### config.mk
export PLATFORM = sky130hd
export DESIGN_NAME = scalar_kalman_smoother_core
export DESIGN_NICKNAME = d
export VERILOG_FILES = /design/src/hw/rtl/skc_pkg.sv /design/src/hw/rtl/skc_sequencer.sv /design/src/hw/rtl/skc_datapath.sv /design/src/hw/rtl/scalar_kalman_smoother_core.sv
export VERILOG_INCLUDE_DIRS = /design/src /design/src/hw/rtl
export SDC_FILE = /design/constraint.sdc
export NUM_CORES = 2
export LEC_CHECK = 0
export BUFFER_PORTS_ARGS = -buffer_cell sky130_fd_sc_hd__buf_2
export CAP_MARGIN = 20
export CORE_MARGIN = 2
export CORE_UTILIZATION = 55
export CTS_CLUSTER_DIAMETER = 40
export CTS_CLUSTER_SIZE = 8
export DETAILED_ROUTE_END_ITERATION = 7
export HOLD_SLACK_MARGIN = 0.05
export PLACE_DENSITY = 0.76
export SETUP_SLACK_MARGIN = 0.15
export SLEW_MARGIN = 20
export SYNTH_ARGS = -nofsm -noshare
export SYNTH_HDL_FRONTEND = slang
export SYNTH_HIERARCHICAL = 1
export SYNTH_SLANG_ARGS = --single-unit
### constraint.sdc
create_clock -name clk -period 10.08 [get_ports clk]
set_input_delay 1.008 -clock clk [delete_from_list [all_inputs] [get_ports clk]]
set_output_delay 1.008 -clock clk [all_outputs]
set_load 0.005 [all_outputs]
### src/hw/rtl/assert_macros.svh
// Assertion macros shared by the scalar Kalman smoother RTL.
`ifndef ASSERT_MACROS_SVH
`define ASSERT_MACROS_SVH

// Same-cycle implication: whenever ante holds, cons must hold too.
`define SKC_ASSERT_IMP(label, clk, rst, ante, cons, msg) \
  label: assert property (@(posedge clk) disable iff (rst) (ante) |-> (cons)) \
    else $error(msg);

// Next-cycle implication: whenever ante holds, cons must hold in the following cycle.
`define SKC_ASSERT_NXT(label, clk, rst, ante, cons, msg) \
  label: assert property (@(posedge clk) disable iff (rst) (ante) |=> (cons)) \
    else $error(msg);

`endif

### src/hw/rtl/skc_pkg.sv
// Package for the scalar Kalman smoother: widths, codes, control word and microcode table.
`timescale 1ns / 1ps
`default_nettype none

package skc_pkg;

  // Number formats. The estimate is signed Q(SAMPLE_WIDTH).FRAC_BITS, the gain is Q0.FRAC_BITS.
  localparam int SAMPLE_WIDTH = 16;
  localparam int FRAC_BITS    = 24;
  localparam int EST_W        = SAMPLE_WIDTH + FRAC_BITS;
  localparam int VAR_W        = 32;
  localparam int QN_W         = 25;
  localparam int RN_W         = 29;
  localparam int DEN_W        = VAR_W + 1;
  localparam int GAIN_W       = FRAC_BITS;
  localparam int MUL_A_W      = VAR_W;
  localparam int MUL_B_W      = FRAC_BITS + 1;
  localparam int PROD_W       = MUL_A_W + MUL_B_W;
  localparam int CNT_W        = $clog2(FRAC_BITS + 1);
  localparam int UPC_W        = 3;
  localparam int CFG_IDX_W    = 2;
  localparam int CFG_DATA_W   = 32;

  localparam logic [QN_W-1:0]  QN_RESET  = QN_W'(1678);
  localparam logic [RN_W-1:0]  RN_RESET  = RN_W'(83886);
  localparam logic [VAR_W-1:0] VAR_RESET = VAR_W'(167772160);

  localparam logic [MUL_B_W-1:0] ONE_F  = {1'b1, {FRAC_BITS{1'b0}}};
  localparam logic [EST_W-1:0]   HALF_F = EST_W'(1) << (FRAC_BITS - 1);

  // Configuration register indexes.
  typedef enum logic [CFG_IDX_W-1:0] {
    REG_PROCESS_NOISE    = 2'd0,
    REG_MEASURE_NOISE    = 2'd1,
    REG_INITIAL_VARIANCE = 2'd2
  } reg_idx_t;

  // Operand selection for the shared multiplier.
  typedef enum logic [1:0] {
    MUL_NONE,
    MUL_HI,
    MUL_LO,
    MUL_VAR
  } mul_sel_t;

  // Jump conditions of the sequencer.
  typedef enum logic [1:0] {
    COND_NONE,
    COND_NO_INPUT,
    COND_DIV_MORE,
    COND_OUT_BUSY
  } cond_t;

  typedef logic [UPC_W-1:0] upc_t;

  // Program addresses.
  localparam upc_t UPC_ACCEPT  = 3'd0;
  localparam upc_t UPC_INIT    = 3'd1;
  localparam upc_t UPC_DIV     = 3'd2;
  localparam upc_t UPC_MUL_HI  = 3'd3;
  localparam upc_t UPC_MUL_LO  = 3'd4;
  localparam upc_t UPC_MUL_VAR = 3'd5;
  localparam upc_t UPC_UPDATE  = 3'd6;
  localparam upc_t UPC_OUTPUT  = 3'd7;

  // One control word: datapath strobes plus the jump condition and target.
  typedef struct packed {
    logic     accept;
    logic     div_init;
    logic     div_step;
    mul_sel_t mul_sel;
    logic     acc_ld;
    logic     step_ld;
    logic     est_upd;
    logic     out_ld;
    cond_t    cond;
    upc_t     target;
  } uword_t;

  // Datapath status seen by the sequencer.
  typedef struct packed {
    logic in_fire;
    logic div_last;
    logic out_busy;
  } stat_t;

  // The microcode table. A step whose condition is false falls through to the next address;
  // the output step falls through to address zero by wrapping.
  function automatic uword_t ucode(input upc_t upc);
    uword_t w;
    w = '0;
    unique case (upc)
      UPC_ACCEPT: begin
        w.accept = 1'b1;
        w.cond   = COND_NO_INPUT;
        w.target = UPC_ACCEPT;
      end
      UPC_INIT: begin
        w.div_init = 1'b1;
      end
      UPC_DIV: begin
        w.div_step = 1'b1;
        w.cond     = COND_DIV_MORE;
        w.target   = UPC_DIV;
      end
      UPC_MUL_HI: begin
        w.mul_sel = MUL_HI;
      end
      UPC_MUL_LO: begin
        w.mul_sel = MUL_LO;
        w.acc_ld  = 1'b1;
      end
      UPC_MUL_VAR: begin
        w.mul_sel = MUL_VAR;
        w.step_ld = 1'b1;
      end
      UPC_UPDATE: begin
        w.est_upd = 1'b1;
      end
      UPC_OUTPUT: begin
        w.out_ld = 1'b1;
        w.cond   = COND_OUT_BUSY;
        w.target = UPC_OUTPUT;
      end
    endcase
    return w;
  endfunction

endpackage

`default_nettype wire

### src/hw/rtl/skc_sequencer.sv
// Microcode sequencer: program counter, control store lookup and conditional jumps.
`timescale 1ns / 1ps
`default_nettype none
`include "assert_macros.svh"

module skc_sequencer (
  input  wire logic           clk,
  input  wire logic           rst,
  input  wire skc_pkg::stat_t stat,
  output skc_pkg::uword_t     ctrl
);

  skc_pkg::upc_t pc;
  skc_pkg::upc_t pc_next;
  logic          take;

  assign ctrl = skc_pkg::ucode(pc);

  always_comb begin
    unique case (ctrl.cond)
      skc_pkg::COND_NONE:     take = 1'b0;
      skc_pkg::COND_NO_INPUT: take = !stat.in_fire;
      skc_pkg::COND_DIV_MORE: take = !stat.div_last;
      skc_pkg::COND_OUT_BUSY: take = stat.out_busy;
      default:                take = 1'b0;
    endcase
  end

  always_comb begin
    if (take) begin
      pc_next = ctrl.target;
    end else begin
      pc_next = pc + skc_pkg::upc_t'(1);
    end
  end

  always_ff @(posedge clk) begin
    if (rst) begin
      pc <= skc_pkg::UPC_ACCEPT;
    end else begin
      pc <= pc_next;
    end
  end

  `SKC_ASSERT_NXT(a_accept_starts_item, clk, rst, stat.in_fire, pc == skc_pkg::UPC_INIT, "accepted sample did not start the program")
  `SKC_ASSERT_NXT(a_output_returns, clk, rst, (pc == skc_pkg::UPC_OUTPUT) && !stat.out_busy, pc == skc_pkg::UPC_ACCEPT, "sequencer did not return to accept after output")

endmodule

`default_nettype wire

### src/hw/rtl/skc_datapath.sv
// Datapath: configuration registers, filter state, serial divider, shared multiplier, output register.
`timescale 1ns / 1ps
`default_nettype none
`include "assert_macros.svh"

module skc_datapath (
  input  wire logic                                  clk,
  input  wire logic                                  rst,
  input  wire skc_pkg::uword_t                       ctrl,
  output skc_pkg::stat_t                             stat,
  input  wire logic                                  cfg_valid,
  input  wire logic [skc_pkg::CFG_IDX_W-1:0]         cfg_index,
  input  wire logic [skc_pkg::CFG_DATA_W-1:0]        cfg_data,
  input  wire logic                                  in_valid,
  input  wire logic signed [skc_pkg::SAMPLE_WIDTH-1:0] in_sample,
  input  wire logic                                  out_ready,
  output logic                                       out_valid,
  output logic signed [skc_pkg::SAMPLE_WIDTH-1:0]    out_filtered
);

  logic [skc_pkg::QN_W-1:0]         process_noise;
  logic [skc_pkg::RN_W-1:0]         measure_noise;
  logic [skc_pkg::VAR_W-1:0]        variance;
  logic [skc_pkg::EST_W-1:0]        estimate;
  logic [skc_pkg::SAMPLE_WIDTH-1:0] sample;

  logic [skc_pkg::DEN_W-1:0]  den;
  logic [skc_pkg::DEN_W-1:0]  rem;
  logic [skc_pkg::GAIN_W-1:0] gain;
  logic [skc_pkg::CNT_W-1:0]  cnt;

  logic                        neg;
  logic [skc_pkg::EST_W-1:0]   mag;
  logic [skc_pkg::PROD_W-1:0]  prod;
  logic [skc_pkg::EST_W-1:0]   acc;
  logic [skc_pkg::EST_W-1:0]   stepv;

  logic                         in_fire;
  logic                         out_busy;
  logic                         var_cfg;
  logic [skc_pkg::DEN_W-1:0]    vsum;
  logic [skc_pkg::RN_W-1:0]     r_eff;
  logic [skc_pkg::EST_W:0]      diff;
  logic [skc_pkg::DEN_W:0]      rem2;
  logic                         ge;
  logic [skc_pkg::MUL_A_W-1:0]  mul_a;
  logic [skc_pkg::MUL_B_W-1:0]  mul_b;
  logic [2*skc_pkg::FRAC_BITS:0] lo_sum;
  logic [skc_pkg::EST_W-1:0]    rnd;

  assign in_fire  = in_valid && ctrl.accept;
  assign out_busy = out_valid && !out_ready;
  assign var_cfg  = cfg_valid && (cfg_index == skc_pkg::REG_INITIAL_VARIANCE);

  assign stat.in_fire  = in_fire;
  assign stat.div_last = (cnt == skc_pkg::CNT_W'(skc_pkg::FRAC_BITS - 1));
  assign stat.out_busy = out_busy;

  // Variance growth by q, saturating at the top of the word.
  assign vsum  = {1'b0, variance} + skc_pkg::DEN_W'(process_noise);
  assign r_eff = (measure_noise == '0) ? skc_pkg::RN_W'(1) : measure_noise;

  // Distance from the estimate to the sample, as sign and magnitude.
  assign diff = {sample[skc_pkg::SAMPLE_WIDTH-1], sample, {skc_pkg::FRAC_BITS{1'b0}}}
              - {estimate[skc_pkg::EST_W-1], estimate};

  // One restoring division step: the remainder always stays below the denominator.
  assign rem2 = {rem, 1'b0};
  assign ge   = (rem2 >= {1'b0, den});

  always_comb begin
    unique case (ctrl.mul_sel)
      skc_pkg::MUL_HI: begin
        mul_a = skc_pkg::MUL_A_W'(mag[skc_pkg::EST_W-1:skc_pkg::FRAC_BITS]);
        mul_b = skc_pkg::MUL_B_W'(gain);
      end
      skc_pkg::MUL_LO: begin
        mul_a = skc_pkg::MUL_A_W'(mag[skc_pkg::FRAC_BITS-1:0]);
        mul_b = skc_pkg::MUL_B_W'(gain);
      end
      skc_pkg::MUL_VAR: begin
        mul_a = variance;
        mul_b = skc_pkg::ONE_F - skc_pkg::MUL_B_W'(gain);
      end
      default: begin
        mul_a = '0;
        mul_b = '0;
      end
    endcase
  end

  // Low partial product rounded to nearest at the binary point.
  assign lo_sum = prod[2*skc_pkg::FRAC_BITS:0]
                + (2*skc_pkg::FRAC_BITS+1)'(skc_pkg::HALF_F);
  assign rnd    = estimate + skc_pkg::HALF_F;

  always_ff @(posedge clk) begin
    if (rst) begin
      process_noise <= skc_pkg::QN_RESET;
      measure_noise <= skc_pkg::RN_RESET;
      variance      <= skc_pkg::VAR_RESET;
      estimate      <= '0;
      out_valid     <= 1'b0;
    end else begin
      if (cfg_valid && (cfg_index == skc_pkg::REG_PROCESS_NOISE)) begin
        process_noise <= cfg_data[skc_pkg::QN_W-1:0];
      end
      if (cfg_valid && (cfg_index == skc_pkg::REG_MEASURE_NOISE)) begin
        measure_noise <= cfg_data[skc_pkg::RN_W-1:0];
      end

      if (var_cfg) begin
        variance <= cfg_data[skc_pkg::VAR_W-1:0];
        estimate <= '0;
      end else if (in_fire) begin
        variance <= vsum[skc_pkg::VAR_W] ? '1 : vsum[skc_pkg::VAR_W-1:0];
      end else if (ctrl.est_upd) begin
        variance <= prod[skc_pkg::FRAC_BITS+skc_pkg::VAR_W-1:skc_pkg::FRAC_BITS];
        estimate <= neg ? (estimate - stepv) : (estimate + stepv);
      end

      if (ctrl.out_ld && !out_busy) begin
        out_valid <= 1'b1;
      end else if (out_ready) begin
        out_valid <= 1'b0;
      end
    end
  end

  always_ff @(posedge clk) begin
    if (in_fire) begin
      sample <= in_sample;
    end
    if (ctrl.div_init) begin
      den  <= skc_pkg::DEN_W'(variance) + skc_pkg::DEN_W'(r_eff);
      rem  <= skc_pkg::DEN_W'(variance);
      cnt  <= '0;
      neg  <= diff[skc_pkg::EST_W];
      mag  <= diff[skc_pkg::EST_W] ? skc_pkg::EST_W'(-diff) : diff[skc_pkg::EST_W-1:0];
    end
    if (ctrl.div_step) begin
      rem  <= ge ? skc_pkg::DEN_W'(rem2 - {1'b0, den}) : rem2[skc_pkg::DEN_W-1:0];
      gain <= {gain[skc_pkg::GAIN_W-2:0], ge};
      cnt  <= cnt + skc_pkg::CNT_W'(1);
    end
    if (ctrl.mul_sel != skc_pkg::MUL_NONE) begin
      prod <= mul_a * mul_b;
    end
    if (ctrl.acc_ld) begin
      acc <= prod[skc_pkg::EST_W-1:0];
    end
    if (ctrl.step_ld) begin
      stepv <= acc + skc_pkg::EST_W'(lo_sum[2*skc_pkg::FRAC_BITS:skc_pkg::FRAC_BITS]);
    end
    if (ctrl.out_ld && !out_busy) begin
      out_filtered <= rnd[skc_pkg::EST_W-1:skc_pkg::FRAC_BITS];
    end
  end

  `SKC_ASSERT_NXT(a_rem_below_den, clk, rst, ctrl.div_step, rem < den, "divider remainder reached the denominator")
  `SKC_ASSERT_NXT(a_var_shrinks, clk, rst, ctrl.est_upd && !var_cfg, variance <= $past(variance), "variance grew in the update step")
  `SKC_ASSERT_NXT(a_out_held, clk, rst, out_busy, out_valid && $stable(out_filtered), "pending result was overwritten")

endmodule

`default_nettype wire

### src/hw/rtl/scalar_kalman_smoother_core.sv
// Top level of the scalar Kalman smoother: stream ports, configuration port, sequencer and datapath.
`timescale 1ns / 1ps
`default_nettype none

// Scalar Kalman smoother with a constant-state model. Each signed 16-bit sample beat on the
// slave stream updates the estimate (signed Q16.24) and its error variance (unsigned Q8.24)
// and produces one beat on the master stream: the estimate rounded to the nearest integer,
// with ties toward plus infinity. Per sample the variance grows by the process noise with
// saturation, the gain p/(p+r) is formed by a restoring divider, the estimate moves toward
// the sample by gain times the difference, and the variance is scaled by one minus the gain.
// A short microprogram steps one shared datapath through this work: an accept step, a setup
// step, divider iterations that each produce one gain bit, multiply steps and an update step
// that share a single 32x25 multiplier for the estimate and variance updates, and an output
// step. The next sample is taken as soon as the program returns to its first step, even while
// the previous result still waits in the output register; the program only waits at its
// output step if that register is still full. Configuration writes are always accepted and
// should be issued only while the block is idle. Register 0 is the process noise, register 1
// the measurement noise (zero acts as one), and register 2 the initial variance; writing
// register 2 loads the variance and clears the estimate, restarting the filter. Writes to
// index 3 are ignored.

module scalar_kalman_smoother_core (
  input  wire logic                                    clk,
  input  wire logic                                    rst,
  // Slave stream: tdata holds sample (bits 15:0).
  input  wire logic                                    s_axis_tvalid,
  output logic                                         s_axis_tready,
  input  wire logic signed [skc_pkg::SAMPLE_WIDTH-1:0] s_axis_tdata,
  // Master stream: tdata holds filtered (bits 15:0).
  output logic                                         m_axis_tvalid,
  input  wire logic                                    m_axis_tready,
  output logic signed [skc_pkg::SAMPLE_WIDTH-1:0]      m_axis_tdata,
  // Configuration write channel.
  input  wire logic                                    cfg_valid,
  output logic                                         cfg_ready,
  input  wire logic [skc_pkg::CFG_IDX_W-1:0]           cfg_index,
  input  wire logic [skc_pkg::CFG_DATA_W-1:0]          cfg_data
);

  skc_pkg::uword_t ctrl;
  skc_pkg::stat_t  stat;

  // Register writes are always accepted.
  assign cfg_ready = 1'b1;

  // Samples are taken only at the first step of the program.
  assign s_axis_tready = ctrl.accept;

  skc_sequencer u_sequencer (
    .clk  (clk),
    .rst  (rst),
    .stat (stat),
    .ctrl (ctrl)
  );

  skc_datapath u_datapath (
    .clk          (clk),
    .rst          (rst),
    .ctrl         (ctrl),
    .stat         (stat),
    .cfg_valid    (cfg_valid),
    .cfg_index    (cfg_index),
    .cfg_data     (cfg_data),
    .in_valid     (s_axis_tvalid),
    .in_sample    (s_axis_tdata),
    .out_ready    (m_axis_tready),
    .out_valid    (m_axis_tvalid),
    .out_filtered (m_axis_tdata)
  );

endmodule

`default_nettype wire

==> out/results.txt <==
width of the die: 316 um
worst min-delay path category: reg2reg
most used cell, CP: fa_1
Mean Syn Cell Area: 8.91 um2
startpoint types: flop
fin util: 0.599
drt drc: 2
crit path DAT: 10.00 ns
Crit path required time: 10.41 ns
First-pass DRT Iterations: 8
FF-to-FF setup slack: 0.41 ns
Synth Warn #: 6
Core ar.: 0.0964 mm2
Max H-tree Level: 3
sequential power share: 0.329
final critical-path required period: 9.67 ns
clock sink count: 434
post-DR wirelength/cell: 22.7 um
Synthesized Nets: 7109
Mapped Cells: 5993
Hold Fails Final Rpt: 0
GRT overflow: 0
RePlAce Congestion: 1.03
Routed WL: 166 mm
Worst Hold Endpoint: u_datapath/acc[10]$_DFFE_PP_
Internal: 0.00492 W
vias in the first global route: 44700
Skew-Pair Late Insertion Delay: 0.61 ns
fmax: 103 MHz
drt first-iter violations: 4650
die area: 0.0996 mm2
global-route wire length before repair: 255 mm
fin. max-slew vios: 0
Clock Pin Slew Worst Setup and Hold Paths: 0.05 ns
Hold Buf Count CTS: 0
I/O pin count: 74
DP HPWL: 131 mm
largest net degree at the start of global routing: 75
die height: 316 um
Area Growth Syn to Fin: 8.16%
ANT nets after route: 0
unrepaired setup endpoints after global routing: false
CP endpoint kind: flop
Comb power frac: 0.388
Nets: 7115
filler cell count in the final layout: 8203
critical path's slowest cell: or4_4
Sw Share: 0.385
CP Buf/Inv Count: 2
initial antenna violation count: 2
ratio of cells with drive above 1 in the final layout: 0.0753
clock share of power: 0.283
Max rail drop VDD: 209 uV
Via density: 6.06
Max clock buf depth: 3
Cell Pwr Density: 139 mW/mm2
status: finished, violations left
most frequent cells in the layout: inv_1, nand2_1, fa_1
All-Layer GR Usage: 0.335
reg2reg start: u_datapath/gain[6]$_DFFE_PP_
leakage: 25.4 nW
TNS Setup: 0 ns
clock root cell: clkbuf_16
Least-Margin Pin Slew: 1.12 ns
Final Setup Violations: 0
Initial Utilization: 0.554
CTS Buf Count: 69
I/O Buffers: 72
CP max stage delay: 0.57 ns
normalized max-slew margin: 0.249
kind of critical path: reg2reg
period utilization: 0.959
clk_skew: 0.0237 ns
r2r endpoint: u_datapath/prod[47]$_DFFE_PP_
area of the mapped netlist: 0.0534 mm2
FF-to-FF path depth: 29
max cap viols: 0
detailed-route via count: 44400
violated checks: design-rule violations
Psw: 0.00308 W
crit path max fanout: 7
leading cell type in the layout, fill and taps excluded: inv_1
Hold Crit Start: u_datapath/prod[10]$_DFFE_PP_
Worst Hold Depth: 0
critical path's top delay family: adder cells
Site Rows: 114
CTS tree: done
[area by class of cell]
| type | count | area (um2) | share of cell area |
|---|---|---|---|
| Timing Repair Buffer | 231 | 1590 | 0.0276 |
| Inverter | 815 | 3060 | 0.0530 |
| Sequential cell | 434 | 11700 | 0.203 |
| Clock inverter | 11 | 131 | 0.00228 |
| Tap cell | 1276 | 1600 | 0.0277 |
| Antenna cell | 1 | 2.50 | 0.0000433 |
| Clock buffer | 115 | 2020 | 0.0351 |
| Multi-Input combinational cell | 4448 | 37600 | 0.651 |
[worst max path at each step]
stage                                       from                       endpoint  slack (ns)  cells after the start
global route        u_sequencer/pc[2]$_SDFF_PP0_  u_datapath/prod[47]$_DFFE_PP_         0.1                     31
global placement    u_datapath/gain[6]$_DFFE_PP_  u_datapath/prod[50]$_DFFE_PP_        0.20                     29
floorplan           u_sequencer/pc[1]$_SDFF_PP0_  u_datapath/prod[38]$_DFFE_PP_        0.29                     35
CTS                 u_datapath/gain[6]$_DFFE_PP_  u_datapath/prod[54]$_DFFE_PP_        0.19                     30
detailed placement  u_datapath/gain[6]$_DFFE_PP_  u_datapath/prod[53]$_DFFE_PP_        0.06                     28
finish              u_datapath/gain[6]$_DFFE_PP_  u_datapath/prod[47]$_DFFE_PP_        0.41                     29
[power by group through the flow]
| stage | Sequential [W] | Combinational [W] | Clock (W) |
|---|---|---|---|
| after global routing | 0.00265 | 0.00339 | 0.00236 |
| after floorplan | 0.00251 | 0.00225 | 0 |
| after global placement | 0.00264 | 0.00294 | 0 |
| after CTS | 0.00262 | 0.00304 | 0.00229 |
| after detailed placement | 0.00265 | 0.00301 | 0 |
| final | 0.00263 | 0.00311 | 0.00226 |
[stage by stage]
stage / std cells / setup slack, ns / hold slack, ns / power [W] / area [um2]
finish: 7331 / 0.414 / 0.411 / 0.00800 / 57700
global route: 7330 / 0.0976 / 0.418 / 0.00840 / 57700
CTS: 7324 / 0.191 / 0.408 / 0.00795 / 57600
detailed placement: 7198 / 0.0595 / 0.405 / 0.00566 / 55400
global placement: 7198 / 0.198 / 0.400 / 0.00558 / 55400
floorplan: 5993 / 0.288 / 0.400 / 0.00477 / 53400
[flip-flops by register name, summed over array words and instances (netlist names), 24 cells and up]
signal,flops
u_datapath/acc,40
u_datapath/measure_noise,29
u_datapath/stepv,40
u_datapath/variance,32
u_datapath/mag,40
u_datapath/rem,33
u_datapath/gain,24
u_datapath/process_noise,25
u_datapath/prod,56
u_datapath/den,33
u_datapath/estimate,40
[routing by layer]
metal / wire [um] / vias up / GRT usage
li1: - / 19800 / -
met1: 63200 / 21700 / 0.424
met2: 74600 / 2463 / 0.529
met3: 19100 / 489 / 0.0919
met4: 9200 / 2 / 0.170
met5: 7 / - / 0
[timing repair]
item / CTS / global route
setup endpoints to repair: 8 / 15
buffers inserted: 0 / 4
cloned: 0 / 0
gates resized for setup: 2 / 20
pin swaps: 0 / 3
Power figures use the tool's default switching activity.
